==> config.mk <==
export PLATFORM = sky130hd
export DESIGN_NAME = hsv_to_rgb_converter
export DESIGN_NICKNAME = d
export VERILOG_FILES = /design/src/rtl/core/hsvrgb_pkg.sv /design/src/rtl/core/hsvrgb_fulldiv.sv /design/src/rtl/core/hsv_to_rgb_converter.sv
export SDC_FILE = /design/constraint.sdc
export NUM_CORES = 1
export LEC_CHECK = 0
export BUFFER_PORTS_ARGS = -buffer_cell sky130_fd_sc_hd__buf_2
export CORE_ASPECT_RATIO = 0.7
export CORE_MARGIN = 4
export CORE_UTILIZATION = 60
export DETAILED_ROUTE_END_ITERATION = 7
export GPL_TIMING_DRIVEN = 0
export PLACE_DENSITY_LB_ADDON = 0.3
export SYNTH_ARGS = -nofsm -noshare
export SYNTH_HDL_FRONTEND = slang
export SYNTH_SLANG_ARGS = --single-unit
==> constraint.sdc <==
create_clock -name i_clk -period 9.18 [get_ports i_clk]
set_input_delay 0.918 -clock i_clk [delete_from_list [all_inputs] [get_ports i_clk]]
set_output_delay 0.918 -clock i_clk [all_outputs]
set_load 0.05 [all_outputs]
==> src/rtl/core/hsvrgb_pkg.sv <==
`default_nettype none

package hsvrgb_pkg;

    // Default widths of the color components and of the hue fraction.
    localparam int COLOR_BITS_DEF    = 8;
    localparam int HUE_FRAC_BITS_DEF = 6;

    // One sector spans 60 degrees, the full circle holds six of them.
    localparam int SECTOR_DEGREES = 60;
    localparam int NUM_SECTORS    = 6;

    // Register stages between the input and the output word.
    localparam int NUM_STAGES = 5;

    // Hue sectors, named by the two primaries or secondaries they span.
    typedef enum logic [2:0] {
        SEC_RED_YEL = 3'd0,
        SEC_YEL_GRN = 3'd1,
        SEC_GRN_CYN = 3'd2,
        SEC_CYN_BLU = 3'd3,
        SEC_BLU_MAG = 3'd4,
        SEC_MAG_RED = 3'd5
    } t_sector;

endpackage

`default_nettype wire

==> src/rtl/core/hsvrgb_fulldiv.sv <==
`default_nettype none

// Rounded division of a product of two components by full scale (2^n - 1).
// The quotient estimate from one shift-and-add is at most one too small,
// so a single compare of the remainder completes it.
module hsvrgb_fulldiv
    import hsvrgb_pkg::*;
#(
    parameter int COLOR_BITS = COLOR_BITS_DEF
) (
    input  wire logic [2*COLOR_BITS-1:0] i_prod,
    output logic      [COLOR_BITS-1:0]   o_quot
);

    localparam int PW = 2 * COLOR_BITS;
    localparam logic [PW+1:0] FULL = (PW+2)'((1 << COLOR_BITS) - 1);
    localparam logic [PW+1:0] HALF = FULL >> 1;

    logic [PW+1:0]       y;
    logic [PW+1:0]       sum;
    logic [COLOR_BITS:0] q0;
    logic [PW+1:0]       q0_full;
    logic [PW+1:0]       rem;

    always_comb begin
        // Add half of full scale so that the floor rounds half up.
        y       = (PW+2)'(i_prod) + HALF;
        sum     = y + (y >> COLOR_BITS);
        q0      = (COLOR_BITS+1)'(sum >> COLOR_BITS);
        // q0 times full scale is q0 shifted up minus q0 itself.
        q0_full = ((PW+2)'(q0) << COLOR_BITS) - (PW+2)'(q0);
        rem     = y - q0_full;
        if (rem >= FULL) begin
            o_quot = COLOR_BITS'(q0 + 1'b1);
        end else begin
            o_quot = COLOR_BITS'(q0);
        end
    end

endmodule

`default_nettype wire

==> src/rtl/core/hsv_to_rgb_converter.sv <==
// HSV to RGB color converter.
//
// Input stream (s side): one word per color, tdata holds hue, saturation
// and brightness. Hue counts in steps of 2^-HUE_FRAC_BITS degree; codes at
// or past 360 degrees wrap around the circle. Saturation and brightness use
// COLOR_BITS bits with all ones standing for 1.0.
// Output stream (m side): one word per input word, tdata holds red, green
// and blue at COLOR_BITS bits each, in the same order as the input.
//
// The datapath is a five-stage pipeline: hue wrap and value times
// saturation, chroma rounding and sector split, chroma times fraction,
// division by the sector length, then placement and offset. One word is
// accepted in every cycle unless a receiver stall has filled the pipeline,
// limited only by the slowest stage; no stage holds more than one multiplier.
//
// Reset empties the pipeline. When the receiver stalls, each stage holds
// its word while every later stage is full, and empty stages keep filling, so
// up to five words are buffered before s_tready drops. Nothing is lost or
// repeated.
`default_nettype none

module hsv_to_rgb_converter
    import hsvrgb_pkg::*;
#(
    parameter int COLOR_BITS    = COLOR_BITS_DEF,
    parameter int HUE_FRAC_BITS = HUE_FRAC_BITS_DEF,
    localparam int HW     = 9 + HUE_FRAC_BITS,
    localparam int IN_W   = HW + 2 * COLOR_BITS,
    localparam int IN_TW  = ((IN_W + 7) / 8) * 8,
    localparam int OUT_W  = 3 * COLOR_BITS,
    localparam int OUT_TW = ((OUT_W + 7) / 8) * 8
) (
    input  wire logic              i_clk,
    input  wire logic              i_rst_n,
    input  wire logic              s_tvalid,
    output logic                   s_tready,
    // Fields from bit 0 up: hue, saturation, brightness, zero padding.
    input  wire logic [IN_TW-1:0]  s_tdata,
    output logic                   m_tvalid,
    input  wire logic              m_tready,
    // Fields from bit 0 up: red, green, blue, zero padding.
    output logic      [OUT_TW-1:0] m_tdata
);

    localparam int CB         = COLOR_BITS;
    localparam int SW         = 6 + HUE_FRAC_BITS;
    localparam int SECTOR_LEN = SECTOR_DEGREES << HUE_FRAC_BITS;
    localparam int CIRCLE_LEN = SECTOR_LEN * NUM_SECTORS;
    localparam int PW3        = CB + SW;
    // The sector length is 15 times a power of two: shift, then divide by 15.
    localparam int SHIFT15    = HUE_FRAC_BITS + 2;
    localparam int ZW         = CB + 4;
    localparam int K15        = ZW + 4;
    localparam int RW         = K15 - 3;
    localparam logic [RW-1:0] RECIP15 = RW'(((longint'(1)) << K15) / 15 + 1);
    localparam int MW         = ZW + RW;

    // Stage valid bits and stage enables.
    logic [NUM_STAGES-1:0] r_vld;
    logic [NUM_STAGES-1:0] n_en;

    always_comb begin
        n_en[NUM_STAGES-1] = !r_vld[NUM_STAGES-1] || m_tready;
        for (int k = NUM_STAGES - 2; k >= 0; k--) begin
            n_en[k] = !r_vld[k] || n_en[k+1];
        end
    end

    assign s_tready = n_en[0];
    assign m_tvalid = r_vld[NUM_STAGES-1];

    always_ff @(posedge i_clk) begin
        if (!i_rst_n) begin
            r_vld <= '0;
        end else begin
            if (n_en[0]) begin
                r_vld[0] <= s_tvalid;
            end
            for (int k = 1; k < NUM_STAGES; k++) begin
                if (n_en[k]) begin
                    r_vld[k] <= r_vld[k-1];
                end
            end
        end
    end

    // Stage 1: wrap the hue into one circle and multiply value by saturation.
    logic [HW-1:0]   in_hue;
    logic [CB-1:0]   in_sat;
    logic [CB-1:0]   in_val;
    logic [HW-1:0]   n_hue_mod;
    logic [HW-1:0]   r1_hue;
    logic [2*CB-1:0] r1_prod;
    logic [CB-1:0]   r1_val;

    assign in_hue = s_tdata[HW-1:0];
    assign in_sat = s_tdata[HW+CB-1:HW];
    assign in_val = s_tdata[HW+2*CB-1:HW+CB];

    always_comb begin
        if (in_hue >= HW'(CIRCLE_LEN)) begin
            n_hue_mod = in_hue - HW'(CIRCLE_LEN);
        end else begin
            n_hue_mod = in_hue;
        end
    end

    always_ff @(posedge i_clk) begin
        if (n_en[0]) begin
            r1_hue  <= n_hue_mod;
            r1_prod <= (2*CB)'(in_val) * (2*CB)'(in_sat);
            r1_val  <= in_val;
        end
    end

    // Stage 2: round the chroma and split the hue into sector and remainder.
    logic [CB-1:0] n_chroma;
    t_sector       n_sec;
    logic [SW-1:0] n_rem;
    logic [CB-1:0] r2_chroma;
    logic [CB-1:0] r2_val;
    t_sector       r2_sec;
    logic [SW-1:0] r2_rem;

    hsvrgb_fulldiv #(
        .COLOR_BITS(COLOR_BITS)
    ) u_fulldiv (
        .i_prod(r1_prod),
        .o_quot(n_chroma)
    );

    always_comb begin
        n_sec = SEC_RED_YEL;
        n_rem = SW'(r1_hue);
        for (int k = 1; k < NUM_SECTORS; k++) begin
            if (r1_hue >= HW'(k * SECTOR_LEN)) begin
                n_sec = t_sector'(3'(k));
                n_rem = SW'(r1_hue - HW'(k * SECTOR_LEN));
            end
        end
    end

    always_ff @(posedge i_clk) begin
        if (n_en[1]) begin
            r2_chroma <= n_chroma;
            r2_val    <= r1_val;
            r2_sec    <= n_sec;
            r2_rem    <= n_rem;
        end
    end

    // Stage 3: chroma times the rising or falling fraction of the sector.
    logic [SW-1:0]  n_frac;
    logic [PW3-1:0] r3_prod;
    logic [CB-1:0]  r3_chroma;
    logic [CB-1:0]  r3_offs;
    t_sector        r3_sec;

    always_comb begin
        if (r2_sec[0]) begin
            n_frac = SW'(SECTOR_LEN) - r2_rem;
        end else begin
            n_frac = r2_rem;
        end
    end

    always_ff @(posedge i_clk) begin
        if (n_en[2]) begin
            r3_prod   <= PW3'(r2_chroma) * PW3'(n_frac);
            r3_chroma <= r2_chroma;
            r3_offs   <= r2_val - r2_chroma;
            r3_sec    <= r2_sec;
        end
    end

    // Stage 4: rounded division by the sector length.
    logic [PW3-1:0] n_round;
    logic [ZW-1:0]  n_z;
    logic [MW-1:0]  n_recip_prod;
    logic [CB-1:0]  r4_xs;
    logic [CB-1:0]  r4_chroma;
    logic [CB-1:0]  r4_offs;
    t_sector        r4_sec;

    always_comb begin
        n_round      = r3_prod + PW3'(SECTOR_LEN / 2);
        n_z          = ZW'(n_round >> SHIFT15);
        n_recip_prod = MW'(n_z) * MW'(RECIP15);
    end

    always_ff @(posedge i_clk) begin
        if (n_en[3]) begin
            r4_xs     <= CB'(n_recip_prod >> K15);
            r4_chroma <= r3_chroma;
            r4_offs   <= r3_offs;
            r4_sec    <= r3_sec;
        end
    end

    // Stage 5: place chroma and secondary by sector and add the offset.
    logic [CB-1:0] n_red;
    logic [CB-1:0] n_green;
    logic [CB-1:0] n_blue;
    logic [CB-1:0] r5_red;
    logic [CB-1:0] r5_green;
    logic [CB-1:0] r5_blue;

    always_comb begin
        unique case (r4_sec)
            SEC_RED_YEL: begin
                n_red = r4_chroma; n_green = r4_xs;     n_blue = '0;
            end
            SEC_YEL_GRN: begin
                n_red = r4_xs;     n_green = r4_chroma; n_blue = '0;
            end
            SEC_GRN_CYN: begin
                n_red = '0;        n_green = r4_chroma; n_blue = r4_xs;
            end
            SEC_CYN_BLU: begin
                n_red = '0;        n_green = r4_xs;     n_blue = r4_chroma;
            end
            SEC_BLU_MAG: begin
                n_red = r4_xs;     n_green = '0;        n_blue = r4_chroma;
            end
            default: begin
                n_red = r4_chroma; n_green = '0;        n_blue = r4_xs;
            end
        endcase
    end

    always_ff @(posedge i_clk) begin
        if (n_en[4]) begin
            r5_red   <= n_red + r4_offs;
            r5_green <= n_green + r4_offs;
            r5_blue  <= n_blue + r4_offs;
        end
    end

    assign m_tdata = OUT_TW'({r5_blue, r5_green, r5_red});

endmodule

`default_nettype wire

==> summary.md <==
| Metric | Value |
|---|---|
| Outcome | `completed` |
| Hold-fix buffer count after cts | `0` |
| Final number of setup-violating endpoints | `0` |
| Max Clock Freq | `about 130 MHz` |
| Vias after detailed routing | `about 11,000` |
| Total Nets Final | `between 1,500 and 2,000` |
| Synthesized instance count | `1,524` |
| Number of enable-type register cells in the synthesized netlist | `between 150 and 200` |
| DRC violation count after routing | `0` |
| Clock root buffer master | `sky130_fd_sc_hd__clkbuf_16` |
| Critical path's slowest cell | `sky130_fd_sc_hd__nor4_4` |
| Routability-driven placement congestion ratio | `0.921` |
| Register-to-Register Setup Slack | `1540 ps` |
| Seq/Total Area, Yosys | `around 30%` |
| Half-perimeter wire length after detailed placement | `between 20,000 and 30,000 µm` |
| Worst endpoint data arrival time | `just under 8000 ps` |
| Via count of the first global-routing pass | `10,900` |
| Global-route wire length before repair | `roughly 55,000 µm` |
| Unrepaired setup endpoints after global routing | `no` |
| Number of stages on the worst hold path | `0` |
| Total of flip-flops plus latches after synthesis | `158` |
| Area enclosed by the die boundary | `around 0.028 mm²` |
| Setup bufs post-CTS | `0` |
| Synthesized net count | `around 1,900` |
| Min-Delay Path Class | `flip-flop to flip-flop` |
| Fraction of post-synthesis cell area in the top cell type by area | `29.9%` |
| Crit-path most repeated cell | `sky130_fd_sc_hd__ha_1` |
| Peak per-stage delay on the critical path | `~600 ps` |
| Async set or reset register ratio after synthesis | `0%` |
| Routed len/inst | `between 15 and 20 µm` |
| Wire length after detailed routing | `approximately 33,000 µm` |
| Clock slew at the register clock pins of the worst setup and hold paths | `roughly 70 ps` |
| Initial core utilization | `approximately 62%` |
| Layout cell share with drive strength beyond 1 | `about 7%` |
| Worst slew slack as a fraction of its limit | `between 10% and 20%` |
| Sum Neg Setup Slack | `0 ps` |
| Crit path launch type | `flip-flop` |
| Area of the mapped netlist | `around 0.015 mm²` |
| Crit-path max FO | `8` |
| Crit Path Category | `flip-flop to flip-flop` |
| Largest cells by area after synthesis | `sky130_fd_sc_hd__edfxtp_1, sky130_fd_sc_hd__ha_1, sky130_fd_sc_hd__fa_1` |
| Critical path data required time | `roughly 9400 ps` |
| Min Tclk post-route | `7640 ps` |
| Clock buffer count from CTS | `17` |
| R2R Path End | `r2_chroma[1]$_DFFE_PP_` |
| Clock latency on the worst-skew pair | `roughly 440 ps` |
| Sinks on the clock net | `around 160` |
| Worst setup EP type | `flip-flop` |
| Final worst clock skew | `around 14 ps` |
| Most area-hungry cell type in the Yosys netlist | `sky130_fd_sc_hd__edfxtp_1` |
| Average size of a mapped cell | `around 10 µm²` |
| Period Utilization, post-route | `between 80 and 90%` |
| Pin count of the biggest net entering global routing | `39` |
| Yosys warning count | `0` |
| Final hold violation count | `0` |
| Horiz. Die Dim | `between 150 and 200 µm` |
| Most used flip-flop cell after synthesis | `sky130_fd_sc_hd__edfxtp_1` |
| Netlist cell types | `77` |
| Core Rows | `between 40 and 50` |
| CTS tree | `done` |
| Origin of the worst min-delay path | `r1_val[6]$_DFFE_PP_` |
| Worst Hold Endpoint | `r2_val[6]$_DFFE_PP_` |
| Post-CTS resize count | `0` |
| Final-report max-slew violation count | `0` |
| Max-cap violations | `0` |
| Final ANT Viol Nets | `0` |
| Length in cells of the worst reg-to-reg path | `26` |
| Number of port buffers | `60` |
| Total gr overflow | `0` |
| Crit Reg-Reg Startpoint | `r1_prod[5]$_DFFE_PP_` |
| Transition time of the tightest slew-check pin | `approximately 1300 ps` |
| Number of detailed-route iterations in the first pass | `5` |
| H-tree level count | `4` |
| Aggregate global-route resource usage | `between 20 and 25%` |
| Relative area change from synthesis to final layout | `8.55%` |
| Initial antenna violation count | `0` |
| Timing startpoint of the critical path | `r1_prod[5]$_DFFE_PP_` |
| Vertical die dimension | `142 µm` |
| Count of antenna diodes in the layout | `0` |
| Iter 0 DRT Violations | `1,024` |
| Placeable core area | `around 0.025 mm²` |
| Boundary pin count | `between 60 and 70` |
| DR vias/cell | `roughly 5.7` |
| CTS max path bufs | `2` |
==> cells in the mapped netlist, drive strengths merged (4+ instances only) <==
cell,instances
nor3,23
o21bai,10
xor2,36
nand2b,15
or4,6
nand2,172
or3,6
or2,4
and2,60
nor2,70
nor2b,17
xnor2,82
o211ai,6
a21o,24
edfxtp,153
o21ai,44
a21oi,58
dfxtp,5
a21boi,6
a2111oi,4
mux2i,10
mux2,5
a22o,18
a31oi,10
nor4,11
clkbuf,20
inv,217
o21a,9
nand3,27
nand4,8
fa,107
ha,213
and3,7
==> layout by cell type, fill, tap and decap left out, types with 6 or more instances in the layout <==
cell                        netlist  final
sky130_fd_sc_hd__o211ai_1         6      6
sky130_fd_sc_hd__or3_1            6      6
sky130_fd_sc_hd__mux2i_1         10     10
sky130_fd_sc_hd__nand3_1         27     26
sky130_fd_sc_hd__nand2_1        172    171
sky130_fd_sc_hd__and2_1          60     60
sky130_fd_sc_hd__and3_1           7      7
sky130_fd_sc_hd__o21bai_1        10     10
sky130_fd_sc_hd__xnor2_1         82     82
sky130_fd_sc_hd__xor2_1          36     36
sky130_fd_sc_hd__nand4_1          8      8
sky130_fd_sc_hd__a21o_1          24     24
sky130_fd_sc_hd__or4_1            6      6
sky130_fd_sc_hd__ha_1           213    213
sky130_fd_sc_hd__nor2_1          70     70
sky130_fd_sc_hd__a21oi_1         57     57
sky130_fd_sc_hd__nand2b_1        14     14
sky130_fd_sc_hd__clkbuf_1        20     20
sky130_fd_sc_hd__fa_1           107    107
sky130_fd_sc_hd__a22o_1          18     18
sky130_fd_sc_hd__nor4_1           9      9
sky130_fd_sc_hd__edfxtp_1       153    153
sky130_fd_sc_hd__buf_2            0     60
sky130_fd_sc_hd__nor2b_1         17     17
sky130_fd_sc_hd__o21ai_0         42     42
sky130_fd_sc_hd__nor3_1          21     21
sky130_fd_sc_hd__a31oi_1         10     10
sky130_fd_sc_hd__inv_1          217    217
sky130_fd_sc_hd__clkbuf_16        0     17
sky130_fd_sc_hd__o21a_1           9      9
==> logic make-up (layout without fill, tap and decap cells) <==
family                   count (synthesis)  after routing  synth area share [%]
AND/OR/NAND/NOR                        442            442                  14.2
flip-flops                             158            158                  30.6
XOR/XNOR                               118            118                  6.73
buffers and inverters                  238            331                  5.81
AO/OA/AOI/OAI                          233            233                  10.4
adder cells (fa/ha/maj)                320            320                  31.3
multiplexers                            15             15                  1.04
==> through the flow <==
step | std cells | cell area, µm² | util, % | worst slack (ps) | hold slack [ps]
detailed placement | 1910 | 16100 | 64.6 | 1640 | 405
floorplan | 1524 | 15400 | - | 2550 | 400
global route | 1942 | 16700 | 66.9 | 987 | 430
CTS | 1942 | 16700 | 66.9 | 1590 | 420
global placement | 1909 | 16100 | 64.5 | 1740 | 402
finish | 1942 | 16700 | 66.9 | 1540 | 420
==> critical path, delay by kind of cell (launching register included) <==
| family | cells | cell delay (ps) |
|---|---|---|
| simple gates | 10 | 2440 |
| compound gates | 7 | 2170 |
| buf+inv | 3 | 290 |
| mux | 1 | 350 |
| fa+ha+maj | 4 | 1360 |
| xor+xnor | 1 | 310 |
| flops | 1 | 450 |
==> layer usage <==
layer | GRT usage (%) | vias up | share of wire, %
li1 | - | 5397 | -
met1 | 36.0 | 5314 | 48
met2 | 37.1 | 365 | 44
met3 | 4.49 | 29 | 6.6
met4 | 4.64 | 0 | 0.95
met5 | 0 | - | 0
==> flip-flops by register name, indices dropped and copies added, names as in the netlist, 5 cells and up <==
signal	flops
r1_prod	16
r1_hue	15
r3_prod	13
r2_rem	12
r1_val	8
r2_chroma	8
r2_val	8
r3_chroma	8
r3_offs	8
r4_chroma	8
r4_offs	8
r4_xs	8
r5_blue	8
r5_green	8
r5_red	8
r_vld	5
==> layout make-up <==
type | count | area [µm²]
Multi-Input combinational cell | 1128 | 9790
Fill cell | 1909 | 8240
Tap cell | 325 | 407
Timing Repair Buffer | 61 | 320
Clock inverter | 15 | 154
Inverter | 217 | 815
Clock buffer | 17 | 425
Buffer | 21 | 78.8
Sequential cell | 158 | 4690
==> worst max path at each step <==
stage,end,slack (ps),depth (start not counted)
4_1_cts,r2_chroma[1]$_DFFE_PP_,1590,26
5_1_grt,r2_chroma[1]$_DFFE_PP_,990,26
2_1_floorplan,r2_chroma[1]$_DFFE_PP_,2550,26
3_5_place_dp,r2_chroma[1]$_DFFE_PP_,1640,26
6_report,r2_chroma[1]$_DFFE_PP_,1540,26
3_3_place_gp,r2_chroma[1]$_DFFE_PP_,1740,26
Power is not shown: default switching activity piles up to over one toggle a cycle in this logic, so the estimate is an artifact.
